File: src/sv/grm_pkg.sv
package grm_pkg;

   // Grid geometry
   localparam int unsigned GRID_SIDE  = 8;
   localparam int unsigned GRID_TILES = GRID_SIDE * GRID_SIDE;
   localparam int unsigned COORD_W    = (GRID_SIDE > 1) ? $clog2(GRID_SIDE) : 1;
   localparam int unsigned IDX_W      = (GRID_TILES > 1) ? $clog2(GRID_TILES) : 1;
   localparam int unsigned SPAN_W     = $clog2(GRID_SIDE + 1);
   localparam int unsigned AREA_W     = $clog2(GRID_TILES + 1);

   // Field widths
   localparam int unsigned COLOR_W    = 32;
   localparam int unsigned POS_W      = 32;
   localparam int unsigned SIZE_W     = 13;
   localparam int unsigned TP_W       = 7;
   localparam int unsigned CSR_DATA_W = 32;
   localparam int unsigned CSR_IDX_W  = 2;

   // Register indexes
   localparam logic [CSR_IDX_W-1:0] CSR_ORIGIN_X    = 2'd0;
   localparam logic [CSR_IDX_W-1:0] CSR_ORIGIN_Y    = 2'd1;
   localparam logic [CSR_IDX_W-1:0] CSR_TILE_PIXELS = 2'd2;

   typedef logic [COLOR_W-1:0]       color_type;
   typedef logic signed [POS_W-1:0]  pos_type;
   typedef logic [SIZE_W-1:0]        size_type;

   typedef enum logic [2:0] {
      ST_LOAD,
      ST_SCAN,
      ST_SPAN,
      ST_GROW,
      ST_EMIT,
      ST_MARK
   } merge_state_type;

endpackage

File: src/sv/grm_ifs.sv
interface grm_req_if;
   import grm_pkg::*;

   logic      valid;
   logic      ready;
   color_type tile_color;

   modport source (output valid, output tile_color, input ready);
   modport sink   (input valid, input tile_color, output ready);
endinterface

interface grm_rsp_if;
   import grm_pkg::*;

   logic      valid;
   logic      ready;
   pos_type   rect_x;
   pos_type   rect_y;
   size_type  rect_width_px;
   size_type  rect_height_px;
   color_type rect_color;
   logic      last_rect;

   modport source (output valid, output rect_x, output rect_y, output rect_width_px,
                   output rect_height_px, output rect_color, output last_rect,
                   input ready);
   modport sink   (input valid, input rect_x, input rect_y, input rect_width_px,
                   input rect_height_px, input rect_color, input last_rect,
                   output ready);
endinterface

File: src/sv/grm_ram.sv
module grm_ram #(
   parameter int unsigned WIDTH = 32,
   parameter int unsigned DEPTH = 64,
   parameter int unsigned AW    = (DEPTH > 1) ? $clog2(DEPTH) : 1
) (
   input  logic             clock,
   input  logic             wr_en,
   input  logic [AW-1:0]    wr_addr,
   input  logic [WIDTH-1:0] wr_data,
   input  logic [AW-1:0]    rd_addr,
   output logic [WIDTH-1:0] rd_data
);

   logic [WIDTH-1:0] mem_ff [DEPTH];
   logic [WIDTH-1:0] rd_data_ff;

   always_ff @(posedge clock) begin
      if (wr_en) begin
         mem_ff[wr_addr] <= wr_data;
      end
      rd_data_ff <= mem_ff[rd_addr];
   end

   assign rd_data = rd_data_ff;

endmodule

File: src/sv/greedy_rectangle_merge.sv
// Greedy rectangle merge. Load a GRID_SIDE x GRID_SIDE grid of tile colors, one item
// per cycle in raster order, into the color memory. The item that completes the grid starts
// the merge: the grid is scanned in raster order, and at each uncovered tile the run of equal,
// uncovered color to the right is measured, then grown downward row by row (the width is cut at
// the first mismatch in each row) and the largest-area rectangle is kept, the earliest on a tie.
// Each rectangle leaves as one item with world pixel origin, pixel size and color; last_rect
// marks the final one of the chunk. No input is taken while a merge runs. The covered map sits
// in a second, one-bit memory read at the same address as the colors; each loaded tile clears
// its covered bit, so no separate clearing pass is needed. The merge spends a scan step on each
// already covered anchor and, per rectangle, a step to fetch the anchor, a probe per tile along
// the first row and down the growing rows, an emit step that waits while the output is stalled,
// and then a marking step per tile of the rectangle (the final rectangle skips the marking). All
// of this is paced by the single read port of the memories, one probe per cycle. Register
// writes (origin_x, origin_y, tile_pixels) are applied as they come; a tile_pixels of zero is
// used as one.
module greedy_rectangle_merge (
   input  logic                          clock,
   input  logic                          reset,
   grm_req_if.sink                       req_bus,
   grm_rsp_if.source                     rsp_bus,
   input  logic                          csr_write_enable,
   input  logic [grm_pkg::CSR_IDX_W-1:0] csr_index,
   input  logic [grm_pkg::CSR_DATA_W-1:0] csr_write_data
);
   import grm_pkg::*;

   function automatic logic [IDX_W-1:0] tile_index(input int unsigned r, input int unsigned c);
      return IDX_W'(r * GRID_SIDE + c);
   endfunction

   // Control state
   merge_state_type state_ff, state_in;
   logic [IDX_W-1:0]      load_count_ff, load_count_in;
   logic [COORD_W-1:0]    row_ff, row_in;
   logic [COORD_W-1:0]    col_ff, col_in;
   logic [SPAN_W-1:0]     w_ff, w_in;
   logic [SPAN_W-1:0]     h_ff, h_in;
   logic [SPAN_W-1:0]     span_ff, span_in;
   logic [SPAN_W-1:0]     best_w_ff, best_w_in;
   logic [SPAN_W-1:0]     best_h_ff, best_h_in;
   logic [AREA_W-1:0]     best_area_ff, best_area_in;
   logic [AREA_W-1:0]     covered_count_ff, covered_count_in;
   logic                  rsp_valid_ff, rsp_valid_in;

   // Payload registers
   color_type             color_ff, color_in;
   logic [POS_W-1:0]      rect_x_ff, rect_y_ff;
   size_type              rect_w_ff, rect_h_ff;
   color_type             rect_color_ff;
   logic                  rect_last_ff;

   // Configuration registers
   logic [POS_W-1:0]      origin_x_ff, origin_y_ff;
   logic [TP_W-1:0]       tile_pixels_ff;

   // Memory ports
   logic [IDX_W-1:0]      rd_addr;
   color_type             rd_data;
   logic                  req_accept;
   logic                  cov_wr_en;
   logic [IDX_W-1:0]      cov_wr_addr;
   logic [0:0]            cov_wr_data;
   logic [0:0]            cov_rd_data;

   // Probe evaluation
   logic [SPAN_W:0]       probe_row_wide, probe_col_wide;
   logic [IDX_W-1:0]      probe_idx;
   color_type             color_cur;
   logic                  tile_free;
   logic                  span_done;
   logic [SPAN_W-1:0]     span_len;
   logic [SPAN_W-1:0]     eff_span;
   logic                  row_done, grow_stop;
   logic [SPAN_W-1:0]     h_next;
   logic [2*SPAN_W-1:0]   area_next;
   logic                  area_better;
   logic                  row_last, col_last, probe_row_last;

   // Emission
   logic                  emit_fire;
   logic [AREA_W:0]       covered_sum;
   logic                  rect_last_in;
   logic [TP_W-1:0]       tp_eff;
   logic [COORD_W+TP_W-1:0] col_px, row_px;
   logic [SPAN_W+TP_W-1:0]  w_px, h_px;

   grm_ram #(.WIDTH(COLOR_W), .DEPTH(GRID_TILES)) u_color_ram (
      .clock   (clock),
      .wr_en   (req_accept),
      .wr_addr (load_count_ff),
      .wr_data (req_bus.tile_color),
      .rd_addr (rd_addr),
      .rd_data (rd_data)
   );

   // Clear each covered bit as its tile loads; set it while marking a rectangle
   grm_ram #(.WIDTH(1), .DEPTH(GRID_TILES)) u_covered_ram (
      .clock   (clock),
      .wr_en   (cov_wr_en),
      .wr_addr (cov_wr_addr),
      .wr_data (cov_wr_data),
      .rd_addr (rd_addr),
      .rd_data (cov_rd_data)
   );

   assign req_bus.ready = (state_ff == ST_LOAD);
   assign req_accept    = req_bus.valid && req_bus.ready;

   assign cov_wr_en      = req_accept || (state_ff == ST_MARK);
   assign cov_wr_addr    = (state_ff == ST_MARK) ? probe_idx : load_count_ff;
   assign cov_wr_data[0] = (state_ff == ST_MARK);

   // Read address follows the next probe position so the data lines up with it in the next cycle
   assign rd_addr = tile_index(int'(row_in) + int'(h_in), int'(col_in) + int'(w_in));

   assign probe_row_wide = (SPAN_W+1)'(row_ff) + (SPAN_W+1)'(h_ff);
   assign probe_col_wide = (SPAN_W+1)'(col_ff) + (SPAN_W+1)'(w_ff);
   assign probe_idx      = tile_index(int'(probe_row_wide), int'(probe_col_wide));

   assign row_last       = (row_ff == COORD_W'(GRID_SIDE - 1));
   assign col_last       = (col_ff == COORD_W'(GRID_SIDE - 1));
   assign probe_row_last = (probe_row_wide == (SPAN_W+1)'(GRID_SIDE - 1));

   // The anchor's own color arrives on the first span probe
   assign color_cur = (state_ff == ST_SPAN && w_ff == '0) ? rd_data : color_ff;
   assign tile_free = (rd_data == color_cur) && !cov_rd_data[0];

   // First row: stop at the first mismatch or at the right edge
   always_comb begin
      span_done = 1'b0;
      span_len  = w_ff;
      if (tile_free) begin
         if (probe_col_wide == (SPAN_W+1)'(GRID_SIDE - 1)) begin
            span_done = 1'b1;
            span_len  = w_ff + SPAN_W'(1);
         end
      end else begin
         span_done = 1'b1;
      end
   end

   // Growing rows: a mismatch cuts the width to the tiles matched so far
   assign eff_span    = tile_free ? span_ff : w_ff;
   assign row_done    = tile_free ? (w_ff + SPAN_W'(1) == span_ff) : (w_ff != '0);
   assign grow_stop   = !tile_free && (w_ff == '0);
   assign h_next      = h_ff + SPAN_W'(1);
   assign area_next   = (2*SPAN_W)'(eff_span) * (2*SPAN_W)'(h_next);
   assign area_better = area_next > (2*SPAN_W)'(best_area_ff);

   // The chunk ends once the covered tiles add up to the whole grid
   assign covered_sum  = (AREA_W+1)'(covered_count_ff) + (AREA_W+1)'(best_area_ff);
   assign rect_last_in = (covered_sum == (AREA_W+1)'(GRID_TILES));
   assign emit_fire    = (state_ff == ST_EMIT) && (!rsp_valid_ff || rsp_bus.ready);

   assign tp_eff = (tile_pixels_ff == '0) ? TP_W'(1) : tile_pixels_ff;
   assign col_px = (COORD_W+TP_W)'(col_ff) * (COORD_W+TP_W)'(tp_eff);
   assign row_px = (COORD_W+TP_W)'(row_ff) * (COORD_W+TP_W)'(tp_eff);
   assign w_px   = (SPAN_W+TP_W)'(best_w_ff) * (SPAN_W+TP_W)'(tp_eff);
   assign h_px   = (SPAN_W+TP_W)'(best_h_ff) * (SPAN_W+TP_W)'(tp_eff);

   // Next state
   always_comb begin
      state_in = state_ff;
      unique case (state_ff)
         ST_LOAD: begin
            if (req_accept && load_count_ff == IDX_W'(GRID_TILES - 1)) begin
               state_in = ST_SCAN;
            end
         end
         ST_SCAN: begin
            if (!cov_rd_data[0]) begin
               state_in = ST_SPAN;
            end
         end
         ST_SPAN: begin
            if (span_done) begin
               state_in = row_last ? ST_EMIT : ST_GROW;
            end
         end
         ST_GROW: begin
            if (row_done) begin
               state_in = probe_row_last ? ST_EMIT : ST_GROW;
            end else if (grow_stop) begin
               state_in = ST_EMIT;
            end
         end
         ST_EMIT: begin
            if (emit_fire) begin
               state_in = rect_last_in ? ST_LOAD : ST_MARK;
            end
         end
         ST_MARK: begin
            if (w_ff == '0 && h_ff == '0) begin
               state_in = ST_SCAN;
            end
         end
         default: state_in = ST_LOAD;
      endcase
   end

   // Datapath and counters
   always_comb begin
      load_count_in    = load_count_ff;
      row_in           = row_ff;
      col_in           = col_ff;
      w_in             = w_ff;
      h_in             = h_ff;
      span_in          = span_ff;
      best_w_in        = best_w_ff;
      best_h_in        = best_h_ff;
      best_area_in     = best_area_ff;
      covered_count_in = covered_count_ff;
      color_in         = color_ff;
      rsp_valid_in     = rsp_valid_ff && !rsp_bus.ready;
      unique case (state_ff)
         ST_LOAD: begin
            row_in = '0;
            col_in = '0;
            w_in   = '0;
            h_in   = '0;
            if (req_accept) begin
               load_count_in = (load_count_ff == IDX_W'(GRID_TILES - 1)) ?
                               '0 : load_count_ff + IDX_W'(1);
            end
         end
         ST_SCAN: begin
            w_in = '0;
            h_in = '0;
            // skip a covered anchor; it never is the last tile of a running merge
            if (cov_rd_data[0]) begin
               if (col_last) begin
                  col_in = '0;
                  row_in = row_ff + COORD_W'(1);
               end else begin
                  col_in = col_ff + COORD_W'(1);
               end
            end
         end
         ST_SPAN: begin
            if (w_ff == '0) begin
               color_in = rd_data;
            end
            if (span_done) begin
               span_in      = span_len;
               best_w_in    = span_len;
               best_h_in    = SPAN_W'(1);
               best_area_in = AREA_W'(span_len);
               h_in         = SPAN_W'(1);
               w_in         = '0;
            end else begin
               w_in = w_ff + SPAN_W'(1);
            end
         end
         ST_GROW: begin
            if (row_done) begin
               span_in = eff_span;
               if (area_better) begin
                  best_w_in    = eff_span;
                  best_h_in    = h_next;
                  best_area_in = AREA_W'(area_next);
               end
               h_in = h_next;
               w_in = '0;
            end else if (!grow_stop) begin
               w_in = w_ff + SPAN_W'(1);
            end
         end
         ST_EMIT: begin
            if (emit_fire) begin
               rsp_valid_in     = 1'b1;
               covered_count_in = rect_last_in ? '0 : covered_sum[AREA_W-1:0];
               // Mark from the far corner back to the anchor
               w_in             = best_w_ff - SPAN_W'(1);
               h_in             = best_h_ff - SPAN_W'(1);
            end
         end
         ST_MARK: begin
            // The anchor is written last, so the next anchor's read never meets a write
            // to the same entry: a tile right of the anchor was marked in an earlier cycle.
            if (w_ff == '0) begin
               if (h_ff == '0) begin
                  if (col_last) begin
                     col_in = '0;
                     row_in = row_ff + COORD_W'(1);
                  end else begin
                     col_in = col_ff + COORD_W'(1);
                  end
               end else begin
                  h_in = h_ff - SPAN_W'(1);
                  w_in = best_w_ff - SPAN_W'(1);
               end
            end else begin
               w_in = w_ff - SPAN_W'(1);
            end
         end
         default: ;
      endcase
   end

   always_ff @(posedge clock) begin
      if (reset) begin
         state_ff         <= ST_LOAD;
         load_count_ff    <= '0;
         row_ff           <= '0;
         col_ff           <= '0;
         w_ff             <= '0;
         h_ff             <= '0;
         span_ff          <= '0;
         best_w_ff        <= SPAN_W'(1);
         best_h_ff        <= SPAN_W'(1);
         best_area_ff     <= AREA_W'(1);
         covered_count_ff <= '0;
         rsp_valid_ff     <= 1'b0;
         origin_x_ff      <= '0;
         origin_y_ff      <= '0;
         tile_pixels_ff   <= TP_W'(16);
      end else begin
         state_ff         <= state_in;
         load_count_ff    <= load_count_in;
         row_ff           <= row_in;
         col_ff           <= col_in;
         w_ff             <= w_in;
         h_ff             <= h_in;
         span_ff          <= span_in;
         best_w_ff        <= best_w_in;
         best_h_ff        <= best_h_in;
         best_area_ff     <= best_area_in;
         covered_count_ff <= covered_count_in;
         rsp_valid_ff     <= rsp_valid_in;
         if (csr_write_enable) begin
            unique case (csr_index)
               CSR_ORIGIN_X:    origin_x_ff    <= csr_write_data;
               CSR_ORIGIN_Y:    origin_y_ff    <= csr_write_data;
               CSR_TILE_PIXELS: tile_pixels_ff <= csr_write_data[TP_W-1:0];
               default: ;
            endcase
         end
      end
   end

   // Anchor color and output item payload
   always_ff @(posedge clock) begin
      color_ff <= color_in;
      if (emit_fire) begin
         rect_x_ff     <= origin_x_ff + POS_W'(col_px);
         rect_y_ff     <= origin_y_ff + POS_W'(row_px);
         rect_w_ff     <= SIZE_W'(w_px);
         rect_h_ff     <= SIZE_W'(h_px);
         rect_color_ff <= color_ff;
         rect_last_ff  <= rect_last_in;
      end
   end

   assign rsp_bus.valid          = rsp_valid_ff;
   assign rsp_bus.rect_x         = rect_x_ff;
   assign rsp_bus.rect_y         = rect_y_ff;
   assign rsp_bus.rect_width_px  = rect_w_ff;
   assign rsp_bus.rect_height_px = rect_h_ff;
   assign rsp_bus.rect_color     = rect_color_ff;
   assign rsp_bus.last_rect      = rect_last_ff;

   a_load_clear: assert property (@(posedge clock) disable iff (reset)
      (state_ff == ST_LOAD) |-> (covered_count_ff == '0))
      else $error("covered count not clear while loading");

   a_grow_bounds: assert property (@(posedge clock) disable iff (reset)
      (state_ff == ST_GROW) |-> (w_ff < span_ff && probe_row_wide < (SPAN_W+1)'(GRID_SIDE)))
      else $error("grow probe outside the rectangle or the grid");

   a_best_area: assert property (@(posedge clock) disable iff (reset)
      (state_ff == ST_EMIT) |->
         ((2*SPAN_W)'(best_w_ff) * (2*SPAN_W)'(best_h_ff) == (2*SPAN_W)'(best_area_ff)))
      else $error("best area does not match best width and height");

   a_last_ends_merge: assert property (@(posedge clock) disable iff (reset)
      (emit_fire && rect_last_in) |=> (state_ff == ST_LOAD && rsp_valid_ff && rect_last_ff))
      else $error("final rectangle did not return the block to loading");

   a_anchor_uncovered: assert property (@(posedge clock) disable iff (reset)
      (state_ff == ST_SCAN && !cov_rd_data[0]) |=> (state_ff == ST_SPAN && w_ff == '0))
      else $error("uncovered anchor did not start a span");

   a_mark_bounds: assert property (@(posedge clock) disable iff (reset)
      (state_ff == ST_MARK) |-> (w_ff < best_w_ff && h_ff < best_h_ff))
      else $error("mark position outside the rectangle");

endmodule
File: src/flat_wrapper.sv
// flat-port wrapper written by rule: the top's interface ports become plain ports
module greedy_rectangle_merge_flat import grm_pkg::*;
  (clock, reset, csr_write_enable, csr_index, csr_write_data, req_bus_valid, req_bus_tile_color, req_bus_ready, rsp_bus_valid, rsp_bus_rect_x, rsp_bus_rect_y, rsp_bus_rect_width_px, rsp_bus_rect_height_px, rsp_bus_rect_color, rsp_bus_last_rect, rsp_bus_ready);
  grm_req_if req_bus_i ();
  grm_rsp_if rsp_bus_i ();
  input  logic clock;
  input  logic reset;
  input  logic csr_write_enable;
  input  logic [grm_pkg::CSR_IDX_W-1:0] csr_index;
  input  logic [grm_pkg::CSR_DATA_W-1:0] csr_write_data;
  input wire logic [$bits(req_bus_i.valid)-1:0] req_bus_valid;
  input wire logic [$bits(req_bus_i.tile_color)-1:0] req_bus_tile_color;
  output wire logic [$bits(req_bus_i.ready)-1:0] req_bus_ready;
  output wire logic [$bits(rsp_bus_i.valid)-1:0] rsp_bus_valid;
  output wire logic [$bits(rsp_bus_i.rect_x)-1:0] rsp_bus_rect_x;
  output wire logic [$bits(rsp_bus_i.rect_y)-1:0] rsp_bus_rect_y;
  output wire logic [$bits(rsp_bus_i.rect_width_px)-1:0] rsp_bus_rect_width_px;
  output wire logic [$bits(rsp_bus_i.rect_height_px)-1:0] rsp_bus_rect_height_px;
  output wire logic [$bits(rsp_bus_i.rect_color)-1:0] rsp_bus_rect_color;
  output wire logic [$bits(rsp_bus_i.last_rect)-1:0] rsp_bus_last_rect;
  input wire logic [$bits(rsp_bus_i.ready)-1:0] rsp_bus_ready;
  assign req_bus_i.valid = req_bus_valid;
  assign req_bus_i.tile_color = req_bus_tile_color;
  assign req_bus_ready = req_bus_i.ready;
  assign rsp_bus_valid = rsp_bus_i.valid;
  assign rsp_bus_rect_x = rsp_bus_i.rect_x;
  assign rsp_bus_rect_y = rsp_bus_i.rect_y;
  assign rsp_bus_rect_width_px = rsp_bus_i.rect_width_px;
  assign rsp_bus_rect_height_px = rsp_bus_i.rect_height_px;
  assign rsp_bus_rect_color = rsp_bus_i.rect_color;
  assign rsp_bus_last_rect = rsp_bus_i.last_rect;
  assign rsp_bus_i.ready = rsp_bus_ready;
  greedy_rectangle_merge u_core (.clock(clock), .reset(reset), .req_bus(req_bus_i), .rsp_bus(rsp_bus_i), .csr_write_enable(csr_write_enable), .csr_index(csr_index), .csr_write_data(csr_write_data));
endmodule
File: config.mk
export PLATFORM = sky130hd
export DESIGN_NAME = greedy_rectangle_merge_flat
export DESIGN_NICKNAME = d
export VERILOG_FILES = /design/src/sv/grm_pkg.sv /design/src/sv/grm_ifs.sv /design/src/sv/grm_ram.sv /design/src/sv/greedy_rectangle_merge.sv /design/src/flat_wrapper.sv
export SDC_FILE = /design/constraint.sdc
export NUM_CORES = 2
export LEC_CHECK = 0
export BUFFER_PORTS_ARGS = -buffer_cell sky130_fd_sc_hd__buf_4
export CORE_UTILIZATION = 50
export CTS_CLUSTER_DIAMETER = 60
export DETAILED_ROUTE_END_ITERATION = 7
export HOLD_SLACK_MARGIN = 0.15
export PLACE_DENSITY = 0.66
export SLEW_MARGIN = 20
export SYNTH_ARGS = -nofsm -noshare
export SYNTH_HDL_FRONTEND = slang
export SYNTH_SLANG_ARGS = --single-unit
File: constraint.sdc
create_clock -name clock -period 15.3 [get_ports clock]
set_input_delay 0.765 -clock clock [delete_from_list [all_inputs] [get_ports clock]]
set_output_delay 0.765 -clock clock [all_outputs]
set_load 0.01 [all_outputs]
After elaboration in Yosys (flattened, before gate mapping):

Memories as Yosys holds them, arrays and structs flattened. A register that Yosys moved wholly into a read port is not among the register bits.
Index checks and enable logic that the tools add are counted.

* flip-flop bits (word level): 272
* memory bits (writable): 2112
* input port bits: 71
* output and inout bits: 125
* logic and storage cells: 167
* memories kept: 2

Memories
* u_core.u_color_ram.mem_ff: depth 64, bits a word 32, rd ports 1, clocked after Yosys merged registers in 1, wr ports 1, RTL line grm_ram.sv:14 `logic [WIDTH-1:0] mem_ff [DEPTH];`
* u_core.u_covered_ram.mem_ff: depth 64, bits a word 1, rd ports 1, clocked after Yosys merged registers in 1, wr ports 1, RTL line grm_ram.sv:14

* add/sub/neg operators: 18
* $mul: 5
* order comparisons: 1
* eq/ne operators: 23
* muxes and demuxes: 65
* reduce and logical (&&, ||, !) cells: 31

Operators by type and width (number)
* $mux 4: 21
* $add 32x10->32: 2
* $mux 3: 18
* $pmux 4 s5: 2
* $mux 7: 5
* $eq 32x32->1: 1
* $mux 32: 1
* $pmux 4 s2: 3
* $mul 4x7->11: 2
* $mul 3x7->10: 2
* $pmux 3 s3: 2
* $pmux 3 s6: 1
* $sub 4x1->4 const B: 4
* $add 3x4->5: 3
* $pmux 7 s2: 1
* $eq 3x3->1 const B: 4
* $mux 6: 2
* $reduce_and 2->1: 6
* $eq 5x3->1 const B: 2
* $ne 2x1->1 const B: 5
* $mux 1: 9
* $add 4x1->4 const B: 2
* $add 7x7->8: 1
* $eq 8x7->1 const B: 1
* other kinds (28): 43

Logic depth before layout (Yosys ltp):

* depth in word-level cells: 12
* mapped depth: 26
* mapped depth without buffers: 23

Cells and area by module:

Synthesis repeated with hierarchy kept, for this count alone.

* cell total of the unflattened synthesis: 5150
* area total of the unflattened synthesis: 97435.9 um2

By module, submodules not included
* grm_ram at u_core.u_color_ram: times used 1, cells each 3324, area an instance 78515.3 um2, seq. area each 62139.6 um2
* greedy_rectangle_merge: times used 1, cells each 1622, area an instance 16006.6 um2, seq. area each 6956.7 um2
* grm_ram at u_core.u_covered_ram: times used 1, cells each 204, area an instance 2914.0 um2, seq. area each 1941.9 um2

Least setup slack after synthesis:

OpenSTA, ideal clock, no wires.

* path kind: input -> register
* from: in rsp_bus_ready
* to: reg u_core.u_color_ram.rd_data_ff[24] (netlist: u_core.u_color_ram.rd_data[24]), read port of u_core.u_color_ram.mem_ff
* library setup time: 142 ps
* data arrival time: 7065 ps
* required time: 15158 ps
* slack: 8093 ps
* stages: 18
* buffers on the path: 4
* cells stage by stage: nand2b_1 > nand2_1 > clkbuf_1 > inv_1 > clkbuf_1 > nand2_1 > nand3_1 > ha_1 > fa_1 > inv_1 > fa_1 > xnor2_1 > xnor2_1 > xnor2_2 > buf_6 > buf_12 > mux2i_1 > mux2i_1

* word-level cells in the longest chain between the ends: 6
* elaborated cells on any way between the ends: 9
* classes of those cells: 3 x add/sub; 4 x mux; 2 x reduce/logical

Ends and longest elaborated chain
* start: declaration: RTL line flat_wrapper.sv:21 `input wire logic [$bits(rsp_bus_i.ready)-1:0] rsp_bus_ready;`
* $logic_or 1x1->1: RTL line greedy_rectangle_merge.sv:153 `assign emit_fire = (state_ff == ST_EMIT) && (!rsp_valid_ff || rsp_bus.ready);`
* $logic_and 1x1->1: RTL line greedy_rectangle_merge.sv:153
* via u_core.emit_fire: RTL line greedy_rectangle_merge.sv:80 `logic emit_fire;`
* $mux 4: RTL line greedy_rectangle_merge.sv:269 `if (emit_fire) begin`
* $pmux 4 s5: RTL line greedy_rectangle_merge.sv:215 `unique case (state_ff)`
* via u_core.h_in[0]: RTL line greedy_rectangle_merge.sv:37 `logic [SPAN_W-1:0] h_ff, h_in;`
* $add 3x3->3: RTL line greedy_rectangle_merge.sv:114 `assign rd_addr = tile_index(int'(row_in) + int'(h_in), int'(col_in) + int'(w_in));`
* $add 6x6->6: RTL line greedy_rectangle_merge.sv:28 `return IDX_W'(r * GRID_SIDE + c);`
* end: declaration: RTL line grm_ram.sv:15 `logic [WIDTH-1:0] rd_data_ff;`

The timed path passes the listed nets, and every way through them passes these cells.
A chain may end at the register's enable or synchronous reset.

Final worst setup path:

* from: reg u_core.color_ff[19]
* to: reg u_core.u_color_ram.rd_data_ff[13] (netlist: u_core.u_color_ram.rd_data[13]), read port of u_core.u_color_ram.mem_ff

* word-level cells in the longest chain between the ends: 10
* elaborated cells on any way between the ends: 17
* classes of those cells: 3 x add/sub; 1 x eq/ne; 10 x mux; 3 x reduce/logical

Ends and longest elaborated chain
* start: declaration: RTL line greedy_rectangle_merge.sv:46 `color_type color_ff, color_in;`
* start signal: assignment: RTL line greedy_rectangle_merge.sv:343 `color_ff <= color_in;`
* $mux 32 (*): RTL line greedy_rectangle_merge.sv:125 `assign color_cur = (state_ff == ST_SPAN && w_ff == '0) ? rd_data : color_ff;`
* $eq 32x32->1 (*): RTL line greedy_rectangle_merge.sv:126 `assign tile_free = (rd_data == color_cur) && !cov_rd_data[0];`
* $logic_and 1x1->1 (*): RTL line greedy_rectangle_merge.sv:126
* $logic_not 1->1: RTL line greedy_rectangle_merge.sv:145 `assign grow_stop = !tile_free && (w_ff == '0);`
* $logic_and 1x1->1: RTL line greedy_rectangle_merge.sv:145
* $mux 4: RTL line greedy_rectangle_merge.sv:264 `end else if (!grow_stop) begin`
* $mux 4: RTL line greedy_rectangle_merge.sv:255 `if (row_done) begin`
* $pmux 4 s5 (*): RTL line greedy_rectangle_merge.sv:215
* via u_core.w_in[1]: RTL line greedy_rectangle_merge.sv:36 `logic [SPAN_W-1:0] w_ff, w_in;`
* $add 3x4->5 (*): RTL line greedy_rectangle_merge.sv:114
* $add 6x6->6 (*): RTL line greedy_rectangle_merge.sv:28

The timed path passes the listed nets; every way through them passes the cells marked *.

==> flow_results.xml <==
<?xml version="1.0" encoding="UTF-8"?>
<metrics>
  <group name="status">
    <metric name="status" unit="">finished, final reports clean</metric>
  </group>
  <group name="yosys">
    <metric name="yosys.area.top_type_share" unit="">0.7005</metric>
    <metric name="synthesis.yosys.warnings" unit="">0</metric>
    <metric name="synthMuxAreaShare" unit="">0.1661</metric>
    <metric name="synth_compound_area_frac" unit="">0.01583</metric>
    <metric name="post_synth_fa_ha_maj_area_fraction" unit="">0.02543</metric>
    <metric name="synth_xor_area_frac" unit="">0.01305</metric>
    <metric name="synthDominantAreaCellType" unit="">sky130_fd_sc_hd__edfxtp_1</metric>
    <metric name="yosys_register_bits" unit="">2417</metric>
    <metric name="post_synthesis_mean_instance_area" unit="um^2">20.16</metric>
    <metric name="synth_simple_gate_area_share" unit="">0.03224</metric>
    <metric name="ys.flop_type" unit="">sky130_fd_sc_hd__edfxtp_1</metric>
    <metric name="largest_family_of_logic_cells_by_synthesized_area" unit="">multiplexers</metric>
    <metric name="synth.yosys.seq_area_share" unit="">0.7323</metric>
    <metric name="number_of_flops_mapped_to_enable_cells_by_yosys" unit="">2263</metric>
    <metric name="synthTopCellsByArea" unit="">sky130_fd_sc_hd__edfxtp_1, sky130_fd_sc_hd__mux4_2, sky130_fd_sc_hd__dfxtp_1, sky130_fd_sc_hd__ha_1, sky130_fd_sc_hd__mux2i_1</metric>
    <metric name="synth_cells" unit="">4811</metric>
    <metric name="syn-cell-area" unit="mm^2">0.09701</metric>
    <metric name="netlist-cell-type-count" unit="">74</metric>
    <metric name="async_reset_ff_frac" unit="">0</metric>
  </group>
  <group name="critical_path">
    <metric name="crit_type" unit="">reg2reg</metric>
    <metric name="crit_arrival" unit="ps">9120</metric>
    <metric name="crit_required" unit="ps">15940</metric>
    <metric name="path_max_fanout" unit="">93</metric>
    <metric name="worstSetupStartpointType" unit="">register</metric>
    <metric name="crit_path_end_kind" unit="">register</metric>
  </group>
  <group name="floorplanning">
    <metric name="die-width" unit="um">442.5</metric>
    <metric name="floorplan.rows" unit="">161</metric>
    <metric name="floorplan.die_area" unit="mm^2">0.1958</metric>
    <metric name="i_o_pin_count" unit="">196</metric>
    <metric name="core_area" unit="mm^2">0.1926</metric>
    <metric name="die_y" unit="um">442.5</metric>
    <metric name="effective_utilization_at_floorplan" unit="">0.5037</metric>
  </group>
  <group name="pwr">
    <metric name="net_switching_power" unit="mW">2.862</metric>
    <metric name="power_per_cell_area" unit="mW/mm^2">123.1</metric>
    <metric name="switching_power_share_of_the_total" unit="">0.2117</metric>
    <metric name="part_of_the_power_in_combinational_logic" unit="">0.045</metric>
    <metric name="power.static_leakage" unit="nW">35.54</metric>
    <metric name="max-vdd-ir-drop" unit="mV">0.1036</metric>
    <metric name="p_clk_frac" unit="">0.414</metric>
    <metric name="power_frac_seq" unit="">0.541</metric>
    <metric name="p_int" unit="mW">10.66</metric>
  </group>
  <group name="detailed_routing">
    <metric name="antenna_left" unit="">0</metric>
    <metric name="post-route-drc-count" unit="">0</metric>
    <metric name="routed_wire_length_per_instance" unit="um">29.84</metric>
    <metric name="drt-pass1-iter-count" unit="">5</metric>
    <metric name="route.final.wire_length" unit="um">234700</metric>
    <metric name="detailroute.via_count" unit="">47619</metric>
    <metric name="avgViaCountPerCell" unit="">6.055</metric>
    <metric name="detail_route.iter0.violations" unit="">5435</metric>
  </group>
  <group name="cts">
    <metric name="clk_latency" unit="ps">860</metric>
    <metric name="cts_tree" unit="">yes</metric>
    <metric name="root_buffer" unit="">sky130_fd_sc_hd__clkbuf_16</metric>
    <metric name="cts.path.max_buffers" unit="">3</metric>
    <metric name="cts_hold_buf" unit="">32</metric>
    <metric name="ctsHtreeMaxLevel" unit="">4</metric>
    <metric name="postCtsSetupRepairBufs" unit="">0</metric>
    <metric name="clk_transition_reported_paths" unit="ps">60</metric>
    <metric name="cts_inserted_buffers" unit="">233</metric>
    <metric name="numClockSinks" unit="">2417</metric>
    <metric name="ctsResizeCount" unit="">0</metric>
  </group>
  <group name="job">
    <metric name="max_cap_violations" unit="">0</metric>
  </group>
  <group name="sta">
    <metric name="timing.final.max_slew_violations" unit="">0</metric>
    <metric name="report.final.hold_viol_count" unit="">0</metric>
    <metric name="setup_repair_after_global_routing_missed_its_margin" unit="">no</metric>
    <metric name="period_minus_slack" unit="ps">8484</metric>
    <metric name="fmax" unit="GHz">0.1179</metric>
    <metric name="post-route-period-util" unit="">0.5545</metric>
    <metric name="setup_tns" unit="ps">0</metric>
    <metric name="timing_worst_slew_pin_value" unit="ps">1221</metric>
    <metric name="report.final.setup_viol" unit="">0</metric>
    <metric name="fin_worst_skew" unit="ps">34.73</metric>
    <metric name="slew-limit-headroom" unit="">0.1837</metric>
  </group>
  <group name="placed_design">
    <metric name="detailed_place_hpwl" unit="um">132700</metric>
    <metric name="routabilityCongestion" unit="">0.8384</metric>
    <metric name="numPortBuffers" unit="">191</metric>
  </group>
  <group name="cells_and_area">
    <metric name="utilization_after_layout" unit="">0.5702</metric>
    <metric name="seqCellArea" unit="mm^2">0.07104</metric>
    <metric name="layout-area-overhead-vs-synth" unit="%">13.19</metric>
    <metric name="multiInputGateArea" unit="mm^2">0.02510</metric>
    <metric name="ratio_of_cells_with_drive_above_1_in_the_final_layout" unit="">0.2565</metric>
    <metric name="num-fill-cells" unit="">14123</metric>
    <metric name="finish.net_count" unit="">5362</metric>
  </group>
  <group name="global_routing">
    <metric name="grt_antenna_before_repair" unit="">11</metric>
    <metric name="largest_net_degree_at_the_start_of_global_routing" unit="">143</metric>
    <metric name="grt-ovfl-total" unit="">0</metric>
    <metric name="grt_util_all_layers" unit="">0.2405</metric>
    <metric name="grt_pass1_vias" unit="">47872</metric>
    <metric name="global_route_wire_length_before_repair" unit="um">337700</metric>
  </group>
  <group name="hold_path">
    <metric name="class_of_the_most_critical_hold_timing_path" unit="">in2reg</metric>
  </group>
</metrics>
per-stage QoR:
step | worst slack [ps] | instance area [um^2] | std cells | power (mW) | hold WS, ps
floorplan | 8093 | 97020 | 4814 | 7.797 | 429.0
global placement | 6771 | 102000 | 7387 | 8.044 | 435.9
detailed placement | 6799 | 102000 | 7387 | 8.056 | 435.6
CTS | 6763 | 109800 | 7860 | 13.61 | 257.7
global route | 6416 | 109800 | 7861 | 13.90 | 296.0
finish | 6816 | 109800 | 7864 | 13.52 | 319.2
registers in the layout, indices dropped and copies added, names as in the netlist, 11 cells and up:
name and count:
u_core.rsp_bus.rect_x 32, u_core.rsp_bus.rect_width_px 11, u_core.rsp_bus.rect_height_px 11, u_core.rsp_bus.rect_y 32
u_core.color_ff 32, u_core.u_color_ram.mem_ff 2048, u_core.u_covered_ram.mem_ff 64, u_core.u_color_ram.rd_data 32
u_core.rsp_bus.rect_color 32, u_core.origin_x_ff 32, u_core.origin_y_ff 32
final cells by class:
cell class              count  share of cell area
repair buffers            323             0.02338
inverters                 113            0.003908
well taps                2526             0.02878
flip-flops and latches   2417              0.6469
clock buffers             309             0.05746
multi-input cells        2040              0.2286
diodes                      4          0.00009116
clock inverters           132             0.01086
layout by cell type (no fill, tap or decap), drive strengths merged, types with 106 or more instances in the layout:
cell type,Yosys,layout
edfxtp,2263,2263
mux4,660,660
clkbuf,164,309
buf,80,291
nand2,272,272
nor2,211,211
dfxtp,154,154
a21oi,139,139
mux2i,123,123
inv,113,122
ha,106,106
layer usage:
| metal | vias up | wire [um] | part of all wire | track usage |
|---|---|---|---|---|
| li1 | 20017 | - | - | - |
| met1 | 25190 | 94360 | 0.40 | 0.3337 |
| met2 | 2059 | 112000 | 0.48 | 0.3802 |
| met3 | 339 | 22870 | 0.097 | 0.06572 |
| met4 | 14 | 5301 | 0.023 | 0.05958 |
| met5 | - | 80 | 0.00034 | 0 |
synthesized netlist by cell type (5+ instances only):
cell / number
sky130_fd_sc_hd__a21o_1: 14
sky130_fd_sc_hd__a21oi_1: 139
sky130_fd_sc_hd__a31oi_1: 5
sky130_fd_sc_hd__and2_1: 46
sky130_fd_sc_hd__and3_1: 15
sky130_fd_sc_hd__buf_1: 58
sky130_fd_sc_hd__buf_2: 11
sky130_fd_sc_hd__buf_4: 5
sky130_fd_sc_hd__clkbuf_1: 164
sky130_fd_sc_hd__dfxtp_1: 154
sky130_fd_sc_hd__edfxtp_1: 2263
sky130_fd_sc_hd__fa_1: 57
sky130_fd_sc_hd__ha_1: 106
sky130_fd_sc_hd__inv_1: 112
sky130_fd_sc_hd__mux2i_1: 123
sky130_fd_sc_hd__mux4_2: 660
sky130_fd_sc_hd__nand2_1: 272
sky130_fd_sc_hd__nand2b_1: 17
sky130_fd_sc_hd__nand3_1: 33
sky130_fd_sc_hd__nand3b_1: 5
sky130_fd_sc_hd__nand4_1: 18
sky130_fd_sc_hd__nor2_1: 210
sky130_fd_sc_hd__nor2b_1: 28
sky130_fd_sc_hd__nor3_1: 16
sky130_fd_sc_hd__nor3b_1: 9
sky130_fd_sc_hd__o21a_1: 9
sky130_fd_sc_hd__o21ai_0: 21
sky130_fd_sc_hd__o21ai_1: 7
sky130_fd_sc_hd__o21bai_1: 18
sky130_fd_sc_hd__xnor2_1: 100
sky130_fd_sc_hd__xor2_1: 40
logic make-up (layout without fill, tap and decap cells):
logic type	Yosys count	count (layout)
muxes	785	785
other	1	8
adders and majority gates	163	163
DFF	2417	2417
xor gates and xnor gates	142	142
AOI/OAI and AO/OA	253	253
and+or+nand+nor	693	693
buffers and inverters	357	877
critical path, stage by stage (launching register included):
cell and delay, ps:
sky130_fd_sc_hd__edfxtp_1 400, sky130_fd_sc_hd__xnor2_1 330, sky130_fd_sc_hd__nand4_1 170, sky130_fd_sc_hd__nor4_2 920, sky130_fd_sc_hd__nand2_1 160, sky130_fd_sc_hd__a21oi_1 840
sky130_fd_sc_hd__o21ai_1 450, sky130_fd_sc_hd__a2bb2oi_1 250, sky130_fd_sc_hd__a21oi_1 150, sky130_fd_sc_hd__a2bb2oi_1 340, sky130_fd_sc_hd__fa_4 1020, sky130_fd_sc_hd__buf_12 520
sky130_fd_sc_hd__buf_4 860, sky130_fd_sc_hd__mux4_2 440, sky130_fd_sc_hd__mux4_2 480, sky130_fd_sc_hd__mux2i_1 440, sky130_fd_sc_hd__mux2i_1 340
power by group through the flow:
stage	Sequential (mW)	Clock, mW	Combinational, mW
2_1_floorplan	7.44	0	0.359
3_3_place_gp	7.45	0	0.598
3_5_place_dp	7.45	0	0.607
4_1_cts	7.31	5.69	0.615
5_1_grt	7.31	5.94	0.651
6_report	7.31	5.60	0.608
path summary, 6_finish.rpt:
path	cells past startpoint	slack, ps	end	start
min reg2reg	0	450	u_core.color_ff[2]$_DFFE_PP_	u_core.u_color_ram.rd_data[2]$_DFF_P_
max reg2reg	16	6820	u_core.u_color_ram.rd_data[13]$_DFF_P_	u_core.color_ff[19]$_DFFE_PP_
max	16	6820	u_core.u_color_ram.rd_data[13]$_DFF_P_	u_core.color_ff[19]$_DFFE_PP_
min	2	320	u_core.tile_pixels_ff[2]$_SDFFE_PP0P_	reset
(Power assumes the default switching activity.)
